$ cat config.mk
export PLATFORM = sky130hd
export DESIGN_NAME = dmht_index
export DESIGN_NICKNAME = d
export VERILOG_FILES = /design/src/rtl/core/dmht_pkg.sv /design/src/rtl/core/dmht_index.sv
export SDC_FILE = /design/constraint.sdc
export NUM_CORES = 1
export LEC_CHECK = 0
export BUFFER_PORTS_ARGS = -buffer_cell sky130_fd_sc_hd__buf_2
export CORE_MARGIN = 4
export CORE_UTILIZATION = 38
export CTS_BUF_LIST = sky130_fd_sc_hd__clkbuf_16
export DETAILED_ROUTE_END_ITERATION = 6
export PLACE_DENSITY = 0.79
export SETUP_SLACK_MARGIN = 0.2
export SYNTH_ARGS = -nofsm -noshare
export SYNTH_HDL_FRONTEND = slang
export SYNTH_SLANG_ARGS = --single-unit
export TNS_END_PERCENT = 20
$ cat constraint.sdc
create_clock -name clk -period 0.8 [get_ports clk]
set_input_delay 0.16 -clock clk [delete_from_list [all_inputs] [get_ports clk]]
set_output_delay 0.16 -clock clk [all_outputs]
set_load 0.1 [all_outputs]
$ cat src/rtl/core/dmht_pkg.sv
// ----------------------------------------------------------------------------
// dmht_pkg
// shared constants for the direct-mapped hash table lookup unit
// ----------------------------------------------------------------------------
`default_nettype none

package dmht_pkg;

  localparam int OP_W     = 2;
  localparam int KEY_W    = 64;
  localparam int HASH_W   = 32;
  localparam int SLOT_W   = 12;
  localparam int USED_W   = 13;
  localparam int CNT_W    = 48;

  localparam logic [OP_W-1:0] OP_LOOKUP     = 2'd0;
  localparam logic [OP_W-1:0] OP_NEW_SEARCH = 2'd1;
  localparam logic [OP_W-1:0] OP_CLEAR      = 2'd2;

endpackage

`default_nettype wire

$ cat src/rtl/core/dmht_index.sv
// ----------------------------------------------------------------------------
// dmht_index
// three-stage remainder of the upper key half by the entry count
// ----------------------------------------------------------------------------
`default_nettype none

module dmht_index #(
  parameter int ENTRIES = 4096
) (
  input  wire logic                              clk,
  input  wire logic [dmht_pkg::HASH_W-1:0]       hash,
  output logic      [$clog2(ENTRIES)-1:0]        idx
);

  localparam int AW = $clog2(ENTRIES);
  localparam int HW = dmht_pkg::HASH_W;
  localparam int QW = HW + AW + 1;
  localparam logic [63:0] RECIP64 = (64'd1 << (HW + AW)) / 64'(ENTRIES);
  localparam logic [HW:0] RECIP   = RECIP64[HW:0];
  localparam logic [AW:0] DIVISOR = (AW + 1)'(ENTRIES);

  logic [2*HW:0]   prod;
  logic [HW-1:0]   hash_d1;
  logic [HW-1:0]   hash_d2;
  logic [HW-1:0]   quot;
  logic [QW-1:0]   qe;
  logic [AW:0]     rem;

  // estimated quotient is exact or one low
  assign quot = HW'(prod >> (HW + AW));
  assign rem  = (AW + 1)'(hash_d2) - (AW + 1)'(qe);

  always_ff @(posedge clk) begin
    prod    <= (2 * HW + 1)'(hash) * (2 * HW + 1)'(RECIP);
    hash_d1 <= hash;
    qe      <= QW'(quot) * QW'(DIVISOR);
    hash_d2 <= hash_d1;
    if (rem >= DIVISOR) begin
      idx <= AW'(rem - DIVISOR);
    end else begin
      idx <= AW'(rem);
    end
  end

endmodule

`default_nettype wire

==> impl_metrics.env <==
export IMPL_end_kind="output pin"
export IMPL_crit_slowest_cell="dfxtp_4"
export IMPL_max_freq_mhz=1050
export IMPL_area_growth_pct=75.0
export IMPL_dieArea_um2=2660
export IMPL_finalWirelength_um=1220
export IMPL_grt_usage_pct=11.5
export IMPL_tritoncts="done"
export IMPL_route_detailed_drc=0
export IMPL_synth_warnings=0
export IMPL_p_seq_share_pct=43.7
export IMPL_crit_cells=1
export IMPL_synthTopCellsByArea="dfxtp_1 100%"
export IMPL_switching_power_uw=929
export IMPL_cell_internal_pwr_uw=3470
export IMPL_fin_crit_sh_pct=119
export IMPL_antenna_left=0
export IMPL_critPathKind="register to output pin"
export IMPL_coreArea_um2=1760
export IMPL_synth_cell_type_count=1
export IMPL_final_nets=100
export IMPL_clk_path_buf_depth=2
export IMPL_drt_pre_antenna_iters=2
export IMPL_num_multi_input_gates=0
export IMPL_grt_overflow=0
export IMPL_swShare_pct=21.1
export IMPL_place_congestion=0.612
export IMPL_cts_buffers=5
export IMPL_setup_ws_ps=-148
export IMPL_setup_viol=12
export IMPL_antennaDiodeCount=0
export IMPL_ir_drop_uv=2480
export IMPL_drt_iter0_drc=3
export IMPL_worst_clock_skew_ps=2.19
export IMPL_violations="hold timing, setup timing"
export IMPL_yosys_register_bits=36
export IMPL_power_leakage_uw=0.000553
export IMPL_grt_antenna_before_repair=0
export IMPL_grt_pass1_vias=372
export IMPL_clock_latency_ps=270
export IMPL_worstPathRequired_ps=640
export IMPL_yosysTopAreaCell="dfxtp_1"
export IMPL_clkPwrFrac_pct=47.3
export IMPL_wl_per_cell_um=13.2
export IMPL_vias=347
export IMPL_tightest_slew_ps=61.9
export IMPL_portBuffers=24
export IMPL_cp_num_buf_inv=1
export IMPL_power_density_nw_per_um2=3480
export IMPL_seq_area_um2=766
export IMPL_max_slew_margin_pct=95.9
export IMPL_layout_drive_gt1_share_pct=63.2
export IMPL_yosysSeqAreaShare_pct=100
export IMPL_crit_chain="buf_12"
export IMPL_die_w_um=51.6
export IMPL_ios=45
export IMPL_fp_row_count=15
export IMPL_hold_viol_final=9
export IMPL_syn_nets=69
export IMPL_combPwrFrac_pct=9.0
export IMPL_stdcell_count=93
export IMPL_critPathTopFamily="flip-flops"
export IMPL_critPathLaunchType="register"
export IMPL_fillers=126
export IMPL_cts_reportedPaths_clkPinSlew_ps=50
export IMPL_clock_root_buffer="clkbuf_16"
export IMPL_rsz0062_at_grt="yes"
export IMPL_hold_path_cell_count=1
export IMPL_die_y_um=51.6
export IMPL_grt_pass1_wl_um=1870
export IMPL_syn_avg_cell_area_um2=20.0
export IMPL_r2r_cells=0
export IMPL_vias_per_cell=3.73
export IMPL_drv_cap=0
export IMPL_hold_class="primary input to register"
export IMPL_cts_repair_resized=0
export IMPL_synth_cells=36
export IMPL_grt_max_degree=12
export IMPL_critPathMaxFanout=1
export IMPL_initial_utilization_pct=40.9
export IMPL_fin_crit_ps=948
export IMPL_drv_slew=0
export IMPL_synth_top_area_share_pct=100
export IMPL_cp_slowest_stage_delay_ps=350
export IMPL_worstPathArrival_ps=790
export IMPL_multi_input_area_um2=0
export IMPL_dp_cells=85
export IMPL_fin_hold_ws_ps=-12.4
export IMPL_run_status="complete, but fails checks"
export IMPL_htreeDepth=2
export IMPL_syn_cell_area_um2=721
export IMPL_setup_tns_final_ps=-1700
export IMPL_cts_sinks=36
## power by group through the flow
stage               Sequential, µW  Clock, µW  Combinational [µW]
finish                        1920       2080                 396
global route                  1930       2220                 402
CTS                           1920       2130                 399
detailed placement            1960          0                 398
global placement              1950          0                 393
floorplan                     2170          0                   0
## sequential cells by signal, summed over array words and instances (netlist names)
| signal | cells |
|---|---|
| hash_d2 | 12 |
| idx | 12 |
| hash_d1 | 12 |
## per-layer routing
metal | track usage [%] | routed length (µm) | vias to the layer above
li1 | - | - | 169
met5 | 0 | 0 | -
met2 | 19.7 | 712 | 20
met4 | 11.8 | 23 | 0
met3 | 7.16 | 116 | 2
met1 | 8.07 | 372 | 156
## cell usage after synthesis
| library cell | n |
|---|---|
| dfxtp_1 | 36 |
## placed cells by master (no fill, tap or decap), drive strengths merged
master  Yosys  layout
dfxtp      36      36
bufinv      0       1
clkbuf      0       5
clkinv      0       1
inv         0       1
buf         0      24
## cell families after synthesis
family  count (synthesis)  share of synthesized area [%]
DFF                    36                            100
## through the flow
stage | setup slack [ps] | instance area (µm²) | total power [µW] | utilization [%]
finish | -148 | 1260 | 4390 | 71.5
global route | -169 | 1260 | 4550 | 71.5
CTS | -158 | 1260 | 4450 | 71.5
detailed placement | 135 | 1100 | 2360 | 62.2
global placement | 144 | 1100 | 2340 | 62.2
floorplan | 136 | 766 | 2170 | -
## final timing paths
kind | startpoint | to | slack (ps)
setup / recovery | idx[10]$_DFF_P_ | idx[10] | -150
hold / removal | hash[4] | hash_d1[4]$_DFF_P_ | -10
setup reg to reg | hash_d1[2]$_DFF_P_ | hash_d2[2]$_DFF_P_ | 390
hold reg to reg | hash_d2[4]$_DFF_P_ | idx[4]$_DFF_P_ | 320
## area by class of cell
class                 count  area share [%]
clock buffer              5            9.92
clock inverter            3            3.08
sequential               36            60.7
tap                      25            2.48
timing repair buffer     24            23.8
## timing repair
| item | in CTS | in global routing |
|---|---|---|
| buffers inserted | 0 | 0 |
| hold endpoints to repair | 11 | 12 |
| setup endpoints to repair | 12 | 12 |
(Power assumes the default switching activity.)
